## config.mk

```make
export PLATFORM = sky130hd
export DESIGN_NAME = radar_target_frame_parser_top_flat
export DESIGN_NICKNAME = d
export VERILOG_FILES = /design/src/rtl/rtfp_pkg.sv /design/src/rtl/rtfp_byte_if.sv /design/src/rtl/rtfp_target_if.sv /design/src/rtl/radar_target_frame_parser_top.sv /design/src/rtl/rtfp_fifo.sv /design/src/rtl/rtfp_front.sv /design/src/rtl/rtfp_back.sv /design/src/flat_wrapper.sv
export SDC_FILE = /design/constraint.sdc
export NUM_CORES = 2
export LEC_CHECK = 0
export BUFFER_PORTS_ARGS = -buffer_cell sky130_fd_sc_hd__buf_4
export CAP_MARGIN = 10
export CORE_MARGIN = 2
export CORE_UTILIZATION = 40
export DETAILED_ROUTE_END_ITERATION = 16
export GPL_TIMING_DRIVEN = 0
export PLACE_DENSITY = 0.54
export SETUP_SLACK_MARGIN = 0.2
export SLEW_MARGIN = 20
export SYNTH_ARGS = -nofsm -noshare
export SYNTH_HDL_FRONTEND = slang
export SYNTH_SLANG_ARGS = --single-unit
```

## constraint.sdc

```tcl
create_clock -name clk_i -period 8.8 [get_ports clk_i]
set_input_delay 0.88 -clock clk_i [delete_from_list [all_inputs] [get_ports clk_i]]
set_output_delay 0.88 -clock clk_i [all_outputs]
set_load 0.02 [all_outputs]
```

## src/rtl/rtfp_pkg.sv

```systemverilog
// Shared constants, types and helpers of the radar target frame parser.
// No dependencies; compiled before every other file of the block.
package rtfp_pkg;

  localparam int unsigned PAYLOAD_LEN = 24;
  localparam int unsigned PAY_CNT_W   = 5;
  localparam int unsigned SLOT_BYTES  = 8;
  localparam int unsigned SLOT_BITS   = SLOT_BYTES * 8;
  localparam int unsigned NUM_TARGETS = 3;

  localparam logic [7:0] HDR_B0  = 8'hAA;
  localparam logic [7:0] HDR_B1  = 8'hFF;
  localparam logic [7:0] HDR_B2  = 8'h03;
  localparam logic [7:0] HDR_B3  = 8'h00;
  localparam logic [7:0] TAIL_B0 = 8'h55;
  localparam logic [7:0] TAIL_B1 = 8'hCC;

  localparam logic [16:0] HALF_RANGE = 17'd32768;

  // One raw 8-byte target slot with its position in the frame.
  typedef struct packed {
    logic [1:0]           idx;
    logic [SLOT_BITS-1:0] raw;
  } rtfp_slot_t;

  function automatic logic [7:0] hdr_byte(input logic [1:0] i);
    logic [7:0] b;
    case (i)
      2'd0:    b = HDR_B0;
      2'd1:    b = HDR_B1;
      2'd2:    b = HDR_B2;
      default: b = HDR_B3;
    endcase
    return b;
  endfunction

endpackage

```

## src/rtl/rtfp_byte_if.sv

```systemverilog
// Byte channel of the frame parser: valid/ready handshake and one received byte.
// No dependencies.
interface rtfp_byte_if;
  logic       valid;
  logic       ready;
  logic [7:0] rx_byte;

  modport source (output valid, output rx_byte, input ready);
  modport sink   (input valid, input rx_byte, output ready);
endinterface

```

## src/rtl/rtfp_target_if.sv

```systemverilog
// Target result channel of the frame parser: valid/ready handshake and one target.
// No dependencies.
interface rtfp_target_if;
  logic               valid;
  logic               ready;
  logic [1:0]         target_index;
  logic signed [15:0] x_mm;
  logic signed [15:0] y_mm;
  logic signed [15:0] speed;
  logic [15:0]        resolution;
  logic [15:0]        distance_mm;
  logic               last;

  modport source (output valid, output target_index, output x_mm, output y_mm,
                  output speed, output resolution, output distance_mm, output last,
                  input ready);
  modport sink   (input valid, input target_index, input x_mm, input y_mm,
                  input speed, input resolution, input distance_mm, input last,
                  output ready);
endinterface

```

## src/rtl/radar_target_frame_parser_top.sv

```systemverilog
// Radar target frame parser: takes one byte per cycle when ready is high. The
// front end gathers groups of four header bytes (AA FF 03 00, a wrong group is
// dropped whole), shifts in 24 payload bytes and checks the tail 55 CC; any
// wrong tail byte goes back to header search. On the closing CC the input
// drops ready while the three 8-byte target slots are queued (longer while the
// slot queue is full). The back end then turns each slot into one target
// result, using a 16-step bit-pair square root for the distance. A finished
// result waits in the output register while the next target is computed.
module radar_target_frame_parser_top #(
  parameter int unsigned FIFO_DEPTH = 4
) (
  input  logic          clk_i,
  input  logic          rst_ni,
  rtfp_byte_if.sink     rx_i,
  rtfp_target_if.source tgt_o
);
  import rtfp_pkg::*;

  // Slot hand-off between front and back.
  rtfp_slot_t push_data, pop_data;
  logic       push_valid, push_ready;
  logic       pop_valid, pop_ready;

  // Parse the byte stream and queue finished target slots.
  rtfp_front u_front (
    .clk_i        (clk_i),
    .rst_ni       (rst_ni),
    .rx_i         (rx_i),
    .push_valid_o (push_valid),
    .push_ready_i (push_ready),
    .push_data_o  (push_data)
  );

  // Decouple the frame parser from the slower target math.
  rtfp_fifo #(
    .DEPTH (FIFO_DEPTH)
  ) u_fifo (
    .clk_i        (clk_i),
    .rst_ni       (rst_ni),
    .push_valid_i (push_valid),
    .push_ready_o (push_ready),
    .push_data_i  (push_data),
    .pop_valid_o  (pop_valid),
    .pop_ready_i  (pop_ready),
    .pop_data_o   (pop_data)
  );

  // Decode each slot, compute the distance and drive the result channel.
  rtfp_back u_back (
    .clk_i       (clk_i),
    .rst_ni      (rst_ni),
    .pop_valid_i (pop_valid),
    .pop_ready_o (pop_ready),
    .pop_data_i  (pop_data),
    .tgt_o       (tgt_o)
  );

endmodule

```

## src/rtl/rtfp_fifo.sv

```systemverilog
// Short slot queue between the frame front end and the target back end.
// Depends on rtfp_pkg for the slot type.
module rtfp_fifo #(
  parameter int unsigned DEPTH = 4
) (
  input  logic               clk_i,
  input  logic               rst_ni,
  input  logic               push_valid_i,
  output logic               push_ready_o,
  input  rtfp_pkg::rtfp_slot_t push_data_i,
  output logic               pop_valid_o,
  input  logic               pop_ready_i,
  output rtfp_pkg::rtfp_slot_t pop_data_o
);
  import rtfp_pkg::*;

  localparam int unsigned PTR_W = (DEPTH > 1) ? $clog2(DEPTH) : 1;
  localparam int unsigned CNT_W = $clog2(DEPTH + 1);

  rtfp_slot_t       mem_q [DEPTH];
  logic [PTR_W-1:0] wr_ptr_q, wr_ptr_d, rd_ptr_q, rd_ptr_d;
  logic [CNT_W-1:0] cnt_q, cnt_d;
  logic             do_push, do_pop;

  assign push_ready_o = (cnt_q != CNT_W'(DEPTH));
  assign pop_valid_o  = (cnt_q != '0);
  assign pop_data_o   = mem_q[rd_ptr_q];
  assign do_push      = push_valid_i && push_ready_o;
  assign do_pop       = pop_valid_o && pop_ready_i;

  always_comb begin
    wr_ptr_d = wr_ptr_q;
    rd_ptr_d = rd_ptr_q;
    cnt_d    = cnt_q;
    if (do_push) begin
      wr_ptr_d = (wr_ptr_q == PTR_W'(DEPTH - 1)) ? '0 : wr_ptr_q + 1'b1;
    end
    if (do_pop) begin
      rd_ptr_d = (rd_ptr_q == PTR_W'(DEPTH - 1)) ? '0 : rd_ptr_q + 1'b1;
    end
    if (do_push && !do_pop) begin
      cnt_d = cnt_q + 1'b1;
    end else if (do_pop && !do_push) begin
      cnt_d = cnt_q - 1'b1;
    end
  end

  always_ff @(posedge clk_i or negedge rst_ni) begin
    if (!rst_ni) begin
      wr_ptr_q <= '0;
      rd_ptr_q <= '0;
      cnt_q    <= '0;
    end else begin
      wr_ptr_q <= wr_ptr_d;
      rd_ptr_q <= rd_ptr_d;
      cnt_q    <= cnt_d;
    end
  end

  always_ff @(posedge clk_i) begin
    if (do_push) begin
      mem_q[wr_ptr_q] <= push_data_i;
    end
  end

endmodule

```

## src/rtl/rtfp_front.sv

```systemverilog
// Frame front end: header check, payload capture, tail check, slot queuing.
// Depends on rtfp_pkg and the rtfp_byte_if interface.
module rtfp_front (
  input  logic                 clk_i,
  input  logic                 rst_ni,
  rtfp_byte_if.sink            rx_i,
  output logic                 push_valid_o,
  input  logic                 push_ready_i,
  output rtfp_pkg::rtfp_slot_t push_data_o
);
  import rtfp_pkg::*;

  typedef enum logic [1:0] {PH_HDR, PH_PAY, PH_TAIL} phase_e;

  phase_e               phase_q, phase_d;
  logic [1:0]           hcnt_q, hcnt_d;
  logic                 match_q, match_d;
  logic [PAY_CNT_W-1:0] pcnt_q, pcnt_d;
  logic                 seen_q, seen_d;
  logic                 push_act_q, push_act_d;
  logic [1:0]           push_idx_q, push_idx_d;
  logic [7:0]           pay_q [PAYLOAD_LEN];
  logic [SLOT_BITS-1:0] slot_raw;
  logic                 accept, do_push, hdr_ok;
  logic [7:0]           b;

  assign rx_i.ready = !push_act_q;
  assign accept     = rx_i.valid && rx_i.ready;
  assign b          = rx_i.rx_byte;
  assign do_push    = push_act_q && push_ready_i;
  // Running match over the current group of four; the first byte restarts it.
  assign hdr_ok     = ((hcnt_q == 2'd0) ? 1'b1 : match_q) && (b == hdr_byte(hcnt_q));

  always_comb begin
    phase_d    = phase_q;
    hcnt_d     = hcnt_q;
    match_d    = match_q;
    pcnt_d     = pcnt_q;
    seen_d     = seen_q;
    push_act_d = push_act_q;
    push_idx_d = push_idx_q;

    if (accept) begin
      case (phase_q)
        PH_PAY: begin
          if (pcnt_q == PAY_CNT_W'(PAYLOAD_LEN - 1)) begin
            pcnt_d  = '0;
            seen_d  = 1'b0;
            phase_d = PH_TAIL;
          end else begin
            pcnt_d = pcnt_q + 1'b1;
          end
        end
        PH_TAIL: begin
          if (!seen_q && b == TAIL_B0) begin
            seen_d = 1'b1;
          end else begin
            seen_d  = 1'b0;
            hcnt_d  = '0;
            phase_d = PH_HDR;
            if (seen_q && b == TAIL_B1) begin
              push_act_d = 1'b1;
              push_idx_d = '0;
            end
          end
        end
        default: begin
          phase_d = PH_HDR;
          match_d = hdr_ok;
          hcnt_d  = hcnt_q + 1'b1;
          if (hcnt_q == 2'd3 && hdr_ok) begin
            pcnt_d  = '0;
            seen_d  = 1'b0;
            phase_d = PH_PAY;
          end
        end
      endcase
    end

    // Queue the three slots, then release the input again.
    if (do_push) begin
      if (push_idx_q == 2'(NUM_TARGETS - 1)) begin
        push_act_d = 1'b0;
      end else begin
        push_idx_d = push_idx_q + 1'b1;
      end
    end
  end

  always_ff @(posedge clk_i or negedge rst_ni) begin
    if (!rst_ni) begin
      phase_q    <= PH_HDR;
      hcnt_q     <= '0;
      match_q    <= 1'b0;
      pcnt_q     <= '0;
      seen_q     <= 1'b0;
      push_act_q <= 1'b0;
      push_idx_q <= '0;
    end else begin
      phase_q    <= phase_d;
      hcnt_q     <= hcnt_d;
      match_q    <= match_d;
      pcnt_q     <= pcnt_d;
      seen_q     <= seen_d;
      push_act_q <= push_act_d;
      push_idx_q <= push_idx_d;
    end
  end

  // Payload shift line: after 24 bytes the first one sits at entry 0.
  always_ff @(posedge clk_i) begin
    if (accept && phase_q == PH_PAY) begin
      for (int i = 0; i < PAYLOAD_LEN - 1; i++) begin
        pay_q[i] <= pay_q[i+1];
      end
      pay_q[PAYLOAD_LEN-1] <= b;
    end
  end

  always_comb begin
    slot_raw = '0;
    for (int k = 0; k < SLOT_BYTES; k++) begin
      case (push_idx_q)
        2'd0:    slot_raw[8*k +: 8] = pay_q[k];
        2'd1:    slot_raw[8*k +: 8] = pay_q[SLOT_BYTES + k];
        default: slot_raw[8*k +: 8] = pay_q[2*SLOT_BYTES + k];
      endcase
    end
  end

  assign push_valid_o    = push_act_q;
  assign push_data_o.idx = push_idx_q;
  assign push_data_o.raw = slot_raw;

endmodule

```

## src/rtl/rtfp_back.sv

```systemverilog
// Target back end: word decode, squares, bit-pair square root, output register.
// Depends on rtfp_pkg and the rtfp_target_if interface.
module rtfp_back (
  input  logic                 clk_i,
  input  logic                 rst_ni,
  input  logic                 pop_valid_i,
  output logic                 pop_ready_o,
  input  rtfp_pkg::rtfp_slot_t pop_data_i,
  rtfp_target_if.source        tgt_o
);
  import rtfp_pkg::*;

  typedef enum logic [2:0] {ST_IDLE, ST_MULX, ST_MULY, ST_ADD, ST_ROOT, ST_DONE} state_e;

  state_e             state_q;
  logic [1:0]         idx_q;
  logic signed [15:0] x_q, y_q, sp_q;
  logic [15:0]        resw_q, ax_q, ay_q;
  logic [31:0]        sqx_q, sqy_q, n_q, res_q, bit_q;

  logic               out_valid_q;
  logic [1:0]         o_idx_q;
  logic signed [15:0] o_x_q, o_y_q, o_sp_q;
  logic [15:0]        o_res_q, o_dist_q;
  logic               o_last_q;

  logic [15:0]        w0, w1, w2, w3;
  logic [15:0]        x_dec, y_dec, sp_dec, ay_dec;
  logic [31:0]        trial;
  logic               out_load;

  assign w0 = pop_data_i.raw[15:0];
  assign w1 = pop_data_i.raw[31:16];
  assign w2 = pop_data_i.raw[47:32];
  assign w3 = pop_data_i.raw[63:48];

  // x and speed: bit 15 set gives a positive magnitude in the low bits; clear, the word negated.
  assign x_dec  = w0[15] ? {1'b0, w0[14:0]} : 16'(17'd0 - {1'b0, w0});
  assign sp_dec = w2[15] ? {1'b0, w2[14:0]} : 16'(17'd0 - {1'b0, w2});
  assign y_dec  = {~w1[15], w1[14:0]};
  assign ay_dec = w1[15] ? {1'b0, w1[14:0]} : 16'(HALF_RANGE - {1'b0, w1});

  assign pop_ready_o = (state_q == ST_IDLE);
  assign trial       = res_q + bit_q;
  assign out_load    = (state_q == ST_DONE) && (!out_valid_q || tgt_o.ready);

  always_ff @(posedge clk_i or negedge rst_ni) begin
    if (!rst_ni) begin
      state_q     <= ST_IDLE;
      idx_q       <= '0;
      x_q         <= '0;
      y_q         <= '0;
      sp_q        <= '0;
      resw_q      <= '0;
      ax_q        <= '0;
      ay_q        <= '0;
      sqx_q       <= '0;
      sqy_q       <= '0;
      n_q         <= '0;
      res_q       <= '0;
      bit_q       <= '0;
      out_valid_q <= 1'b0;
      o_idx_q     <= '0;
      o_x_q       <= '0;
      o_y_q       <= '0;
      o_sp_q      <= '0;
      o_res_q     <= '0;
      o_dist_q    <= '0;
      o_last_q    <= 1'b0;
    end else begin
      case (state_q)
        ST_IDLE: begin
          if (pop_valid_i) begin
            idx_q   <= pop_data_i.idx;
            x_q     <= x_dec;
            y_q     <= y_dec;
            sp_q    <= sp_dec;
            resw_q  <= w3;
            ax_q    <= {1'b0, w0[14:0]};
            ay_q    <= ay_dec;
            state_q <= ST_MULX;
          end
        end
        ST_MULX: begin
          sqx_q   <= ax_q * ax_q;
          state_q <= ST_MULY;
        end
        ST_MULY: begin
          sqy_q   <= ay_q * ay_q;
          state_q <= ST_ADD;
        end
        ST_ADD: begin
          n_q     <= sqx_q + sqy_q;
          res_q   <= '0;
          bit_q   <= 32'h4000_0000;
          state_q <= ST_ROOT;
        end
        ST_ROOT: begin
          // One result bit per step, top bit pair first.
          if (n_q >= trial) begin
            n_q   <= n_q - trial;
            res_q <= (res_q >> 1) + bit_q;
          end else begin
            res_q <= res_q >> 1;
          end
          bit_q <= bit_q >> 2;
          if (bit_q == 32'd1) begin
            state_q <= ST_DONE;
          end
        end
        ST_DONE: begin
          if (out_load) begin
            state_q <= ST_IDLE;
          end
        end
        default: state_q <= ST_IDLE;
      endcase

      if (out_load) begin
        out_valid_q <= 1'b1;
        o_idx_q     <= idx_q;
        o_x_q       <= x_q;
        o_y_q       <= y_q;
        o_sp_q      <= sp_q;
        o_res_q     <= resw_q;
        o_dist_q    <= res_q[15:0];
        o_last_q    <= (idx_q == 2'(NUM_TARGETS - 1));
      end else if (tgt_o.ready) begin
        out_valid_q <= 1'b0;
      end
    end
  end

  assign tgt_o.valid        = out_valid_q;
  assign tgt_o.target_index = o_idx_q;
  assign tgt_o.x_mm         = o_x_q;
  assign tgt_o.y_mm         = o_y_q;
  assign tgt_o.speed        = o_sp_q;
  assign tgt_o.resolution   = o_res_q;
  assign tgt_o.distance_mm  = o_dist_q;
  assign tgt_o.last         = o_last_q;

endmodule

```

## src/flat_wrapper.sv

```systemverilog
// flat-port wrapper written by rule: the top's interface ports become plain ports
module radar_target_frame_parser_top_flat import rtfp_pkg::*;
#(
  parameter int unsigned FIFO_DEPTH = 4
)
  (clk_i, rst_ni, rx_i_valid, rx_i_rx_byte, rx_i_ready, tgt_o_valid, tgt_o_target_index, tgt_o_x_mm, tgt_o_y_mm, tgt_o_speed, tgt_o_resolution, tgt_o_distance_mm, tgt_o_last, tgt_o_ready);
  rtfp_byte_if rx_i_i ();
  rtfp_target_if tgt_o_i ();
  input  logic clk_i;
  input  logic rst_ni;
  input wire logic [$bits(rx_i_i.valid)-1:0] rx_i_valid;
  input wire logic [$bits(rx_i_i.rx_byte)-1:0] rx_i_rx_byte;
  output wire logic [$bits(rx_i_i.ready)-1:0] rx_i_ready;
  output wire logic [$bits(tgt_o_i.valid)-1:0] tgt_o_valid;
  output wire logic [$bits(tgt_o_i.target_index)-1:0] tgt_o_target_index;
  output wire logic [$bits(tgt_o_i.x_mm)-1:0] tgt_o_x_mm;
  output wire logic [$bits(tgt_o_i.y_mm)-1:0] tgt_o_y_mm;
  output wire logic [$bits(tgt_o_i.speed)-1:0] tgt_o_speed;
  output wire logic [$bits(tgt_o_i.resolution)-1:0] tgt_o_resolution;
  output wire logic [$bits(tgt_o_i.distance_mm)-1:0] tgt_o_distance_mm;
  output wire logic [$bits(tgt_o_i.last)-1:0] tgt_o_last;
  input wire logic [$bits(tgt_o_i.ready)-1:0] tgt_o_ready;
  assign rx_i_i.valid = rx_i_valid;
  assign rx_i_i.rx_byte = rx_i_rx_byte;
  assign rx_i_ready = rx_i_i.ready;
  assign tgt_o_valid = tgt_o_i.valid;
  assign tgt_o_target_index = tgt_o_i.target_index;
  assign tgt_o_x_mm = tgt_o_i.x_mm;
  assign tgt_o_y_mm = tgt_o_i.y_mm;
  assign tgt_o_speed = tgt_o_i.speed;
  assign tgt_o_resolution = tgt_o_i.resolution;
  assign tgt_o_distance_mm = tgt_o_i.distance_mm;
  assign tgt_o_last = tgt_o_i.last;
  assign tgt_o_i.ready = tgt_o_ready;
  radar_target_frame_parser_top #(.FIFO_DEPTH(FIFO_DEPTH)) u_core (.clk_i(clk_i), .rst_ni(rst_ni), .rx_i(rx_i_i), .tgt_o(tgt_o_i));
endmodule
```

# Word level (Yosys, flattened, before mapping)
# Memories as Yosys holds them, arrays and structs flattened.
# Index checks and enable logic that the tools add are counted.
# W data, S select, Z words.
dict set report word_totals {
  output_inout_bits 85
  romBits 0
  word_cells 172
  input_bits 12
  mem_bits_rw 456
  latchBits 0
  memories 2
  regBits 365
}
# name depth width read_ports rd_clocked_by_memory_dff write_ports line
set mem_list {}
lappend mem_list {u_core.u_fifo.mem_q 4 66 1 0 1 rtfp_fifo.sv:20} ;# rtfp_slot_t mem_q [DEPTH];
lappend mem_list {u_core.u_front.pay_q 24 8 24 0 24 rtfp_front.sv:22} ;# logic [7:0] pay_q [PAYLOAD_LEN];
dict set report classes {
  shifts 0
  n_lt_le_gt_ge 1
  n_div 0
  n_bitwise 4
  n_reduce_logical 35
  addsub 14
  multipliers 2
  muxes 56
  n_eq_ne 27
}
# operator n
set op_table {}
lappend op_table {{$pmux W32 S2} 3}
lappend op_table {{$pmux W8 S2} 8}
lappend op_table {{$add A32 B32 Y32} 2}
lappend op_table {{$mux W32} 2}
lappend op_table {{$mux W16} 3}
lappend op_table {{$add A31 B32 Y32} 1}
lappend op_table {{$eq A32 B1 Y1 const B} 1}
lappend op_table {{$ge A32 B32 Y1} 1}
lappend op_table {{$mul A16 B16 Y32} 1}
lappend op_table {{$sub A1 B16 Y16 const A} 2}
lappend op_table {{$sub A32 B32 Y32} 1}
lappend op_table {{$mul A15 B15 Y30} 1}
lappend op_table {{$pmux W8 S3} 1}
lappend op_table {{$mux W2} 10}
lappend op_table {{$pmux W3 S6} 1}
lappend op_table {{$mux W1} 17}
lappend op_table {{$sub A16 B16 Y16 const A} 1}
lappend op_table {{$mux W3} 5}
lappend op_table {{$reduce_and A3 Y1} 5}
lappend op_table {{$eq A2 B2 Y1 const B} 7}
lappend op_table {{$ne A2 B2 Y1 const B} 6}
lappend op_table {{$logic_and A1 B1 Y1} 11}
lappend op_table {{$mux W5} 2}
lappend op_table {{$pmux W5 S2} 1}
lappend op_table {{other kinds (24)} 46}

# Logic depth before layout (Yosys ltp)
dict set report depth {
  depth_word 8
  depth_mapped 26
  depth_no_buf 25
}

# Hierarchy
# Synthesis repeated with hierarchy kept, for this count alone.
dict set report unflattened {
  cells_unflattened 4359
  area_unflattened_um2 49444.9
}
# mod seq_area_each_um2 area_per_inst_um2 n_inst cells_each
set by_module_without_submodules {}
lappend by_module_without_submodules {rtfp_back 8057.7 31468.9 1 3463}
lappend by_module_without_submodules {rtfp_fifo 8102.8 9972.1 1 382}
lappend by_module_without_submodules {rtfp_front 6115.9 8003.9 1 514}

# Least setup slack after synthesis
# No wires, ideal clock.
dict set report synth_timing {
  path_type {register to register}
  from {register u_core.u_back.ay_q[4]}
  to {register u_core.u_back.sqy_q[30]}
  required_ns 8.664
  slack_ns 2.511
  synth_period_minus_slack_ns 6.289
  setup_ns 0.136
  t_arrival_ns 6.152
  path_stages_with_launch 24
  n_path_buf 2
  cell_sequence {dfrtp_1 -> clkbuf_1 -> clkbuf_1 -> nand2_1 -> fa_1 -> inv_1 -> fa_1 -> ha_1 -> inv_1 -> fa_1 -> fa_1 -> inv_1 -> fa_1 -> ha_1 -> o21a_1 -> o21ai_0 -> nor2_1 -> a221oi_1 -> nor2_1 -> a2111oi_4 -> o21ai_0 -> a221oi_1 -> xor2_1 -> o21ai_0}
}
dict set report synth_via {
  elab_chain_cells 1
}
# item line
set synth_rtl {}
lappend synth_rtl {{start, declared} rtfp_back.sv:18} ;# logic [15:0] resw_q, ax_q, ay_q;
lappend synth_rtl {{start signal, assigned} rtfp_back.sv:80} ;# ay_q <= ay_dec;
lappend synth_rtl {{$mul A16 B16 Y32} rtfp_back.sv:89} ;# sqy_q <= ay_q * ay_q;
lappend synth_rtl {{end signal, assigned} rtfp_back.sv:89}
lappend synth_rtl {{end, declared} rtfp_back.sv:19} ;# logic [31:0] sqx_q, sqy_q, n_q, res_q, bit_q;
# No other way between the ends.
# A chain may end at the register's enable or synchronous reset.

# Worst setup path in the final report
# Ends and elaborated chain as after synthesis.

==> flow_metrics.tcl <==
set metrics [dict create \
    start_kind "register" \
    via_per_inst 5.10 \
    synth_warnings 0 \
    final_max_slew_viol_count 0 \
    cts_root_buf "clkbuf_16" \
    post-cts-setup-buffers 0 \
    vias 31600 \
    wirelength_um 124000 \
    ctsResizeCount 0 \
    syn_avg_cell_area_um2 11.4 \
    fin_crit_ps 7480 \
    synth_ff_type "edfxtp_1" \
    cts_buffer_depth 3 \
    min_period_over_period 0.850 \
    async_flop_share 0.429 \
    numCtsBuffers 90 \
    tritoncts "done" \
    setup_violations 0 \
    overflow 0 \
    io_buffers 96 \
    max_freq_mhz 134 \
    critPathCaptureType "register" \
    drc_errors 0 \
    die_h_um 353 \
    rsz0062_at_grt "no" \
    tns_ps 0 \
    max_slew.worst_pin.slew_ps 1050 \
    synth_top_cells_by_count "574 x nand2_1, 503 x inv_1, 456 x edfxtp_1" \
    crit_arrival_ps 7980 \
    critPathKind "register to register" \
    synth_top_area_share 0.281 \
    clkLatencyLatePin_ps 670 \
    netlist_instances 4292 \
    syn-num-nets 4901 \
    synth_edf_count 456 \
    grt_pass1_vias 32600 \
    ys_types 85 \
    hold_viol 0 \
    relSlewSlack 0.285 \
    synth_most_common_cell "nand2_1" \
    htree_levels 3 \
    hp-class "primary input to asynchronous set/reset pin" \
    dieArea_um2 125000 \
    wl_per_cell_um 20.1 \
    clkTransAtPathRegs_ps 60 \
    required_ps 9310 \
    antenna_found_initial 6 \
    drt_first_pass_iters 6 \
    finalWeightedCongestion 0.863 \
    drt_iter0_drc 2241 \
    hold_buffers 0 \
    syn-cell-area_um2 48800 \
    area_growth_pct 12.4 \
    cap_viol_max_count 0 \
    io_pins 97 \
    yosysTopAreaCell "edfxtp_1" \
    grt_max_degree 85 \
    hpwl_um 95500 \
    grt_pass1_wl_um 193000 \
    num_rows 128 \
    fin_worst_skew_ps 41.8 \
    synth-seq-cells 799 \
    drive_gt1_frac 0.101 \
    start_util 0.402 \
    status "finished, final reports clean" \
    antenna_left 0 \
    dieWidth_um 353 \
    clock-sinks 799 \
    core-area_um2 121000 \
    cp_max_fo 10 \
    ys_seq_area_frac 0.457 \
    nets 5102 \
    gr-usage-all-layers 0.200 \
    synth.area.top_cells "edfxtp_1 28%, dfrtp_1 18%, fa_1 12%, ha_1 7.6%, nand2_1 4.4%" \
]
==> layout by cell type (no fill, tap or decap), types with 83 or more instances in the layout <==
cell / synthesis / routed
edfxtp_1: 456 / 456
o21ai_0: 300 / 300
buf_4: 4 / 100
clkbuf_1: 131 / 148
mux2_2: 96 / 96
dfrtp_1: 343 / 343
inv_1: 503 / 503
ha_1: 296 / 296
a21oi_1: 132 / 132
fa_1: 301 / 301
xnor2_1: 137 / 137
nor2_1: 221 / 221
and2_1: 88 / 83
clkbuf_16: 0 / 93
nand2_1: 574 / 574
==> logic make-up after synthesis <==
kind of cell    after synthesis  share of synthesized area
xor+xnor                    217                     0.0390
simple gates               1079                     0.0974
flops                       799                      0.457
mux                         237                     0.0678
compound gates              697                     0.0876
fa+ha+maj                   597                      0.199
buf+inv                     666                     0.0522
==> registers in the layout (all words and copies together) (netlist names), 29 cells and up <==
register,count
u_core.u_back.n_q,32
u_core.u_fifo.mem_q,264
u_core.u_back.sqx_q,29
u_core.u_front.pay_q,192
u_core.u_back.res_q,32
u_core.u_back.sqy_q,31
==> area by class of cell <==
type,instances,area (um2)
multi-input combinational,2827,24000
buffer,162,659
tap,1625,2030
timing repair buffer,109,1040
sequential,799,22300
clock buffer,119,2480
fill,11400,66500
clock inverter,48,478
inverter,504,1890
antenna,1,2.50
==> worst max-delay path, cell delays in order (launching register included) <==
cell	delay (ps)
dfrtp_1	390
clkbuf_1	430
clkbuf_1	590
nand2_1	170
fa_1	570
inv_1	80
fa_1	540
ha_1	140
inv_1	50
fa_1	480
fa_1	560
inv_1	50
fa_1	440
ha_1	360
o21a_1	220
o21ai_0	210
nor2_1	80
a221oi_1	390
nor2_1	140
a2111oi_4	490
o21ai_0	290
a221oi_1	380
xor2_1	190
o21ai_0	100
==> per-stage QoR <==
stage / cell area, um2 / hold slack, ps / instances / util / setup WS, ps
after detailed placement: 51900 / 431 / 6026 / 0.427 / 1290
after global routing: 54800 / 196 / 6193 / 0.452 / 830
after floorplan: 48800 / 426 / 4292 / - / 2510
after CTS: 54800 / 173 / 6193 / 0.452 / 1250
after global placement: 51500 / 427 / 6013 / 0.425 / 870
final: 54800 / 199 / 6194 / 0.452 / 1320
==> path summary, 6_finish.rpt <==
| check | startpoint | end | slack, ps | cells after the start |
|---|---|---|---|---|
| min in group clk_i | rx_i_rx_byte[2] | u_core.u_front.pay_q[5][26] | 410 | 1 |
| max reg2reg | u_core.u_back.ay_q[4] | u_core.u_back.sqy_q[30] | 1320 | 23 |
| min | rst_ni | u_core.u_back.tgt_o.x_mm[14] | 200 | 1 |
| max in group asynchronous | rst_ni | u_core.u_back.sp_q[6] | 7340 | 3 |
| max | u_core.u_back.ay_q[4] | u_core.u_back.sqy_q[30] | 1320 | 23 |
| min reg2reg | u_core.u_front.pay_q[3][13] | u_core.u_front.pay_q[3][5] | 440 | 0 |
==> per-layer routing <==
metal | share of wire | track usage | vias up
met4 | 0.020 | 0.0431 | 0
met1 | 0.43 | 0.260 | 15800
met5 | 0 | 0 | -
met3 | 0.035 | 0.0255 | 160
met2 | 0.51 | 0.357 | 548
li1 | - | - | 15100
Power is left out: the tool's default activity adds up to more than one toggle a clock period on the data nets, which glitch-free logic cannot reach.
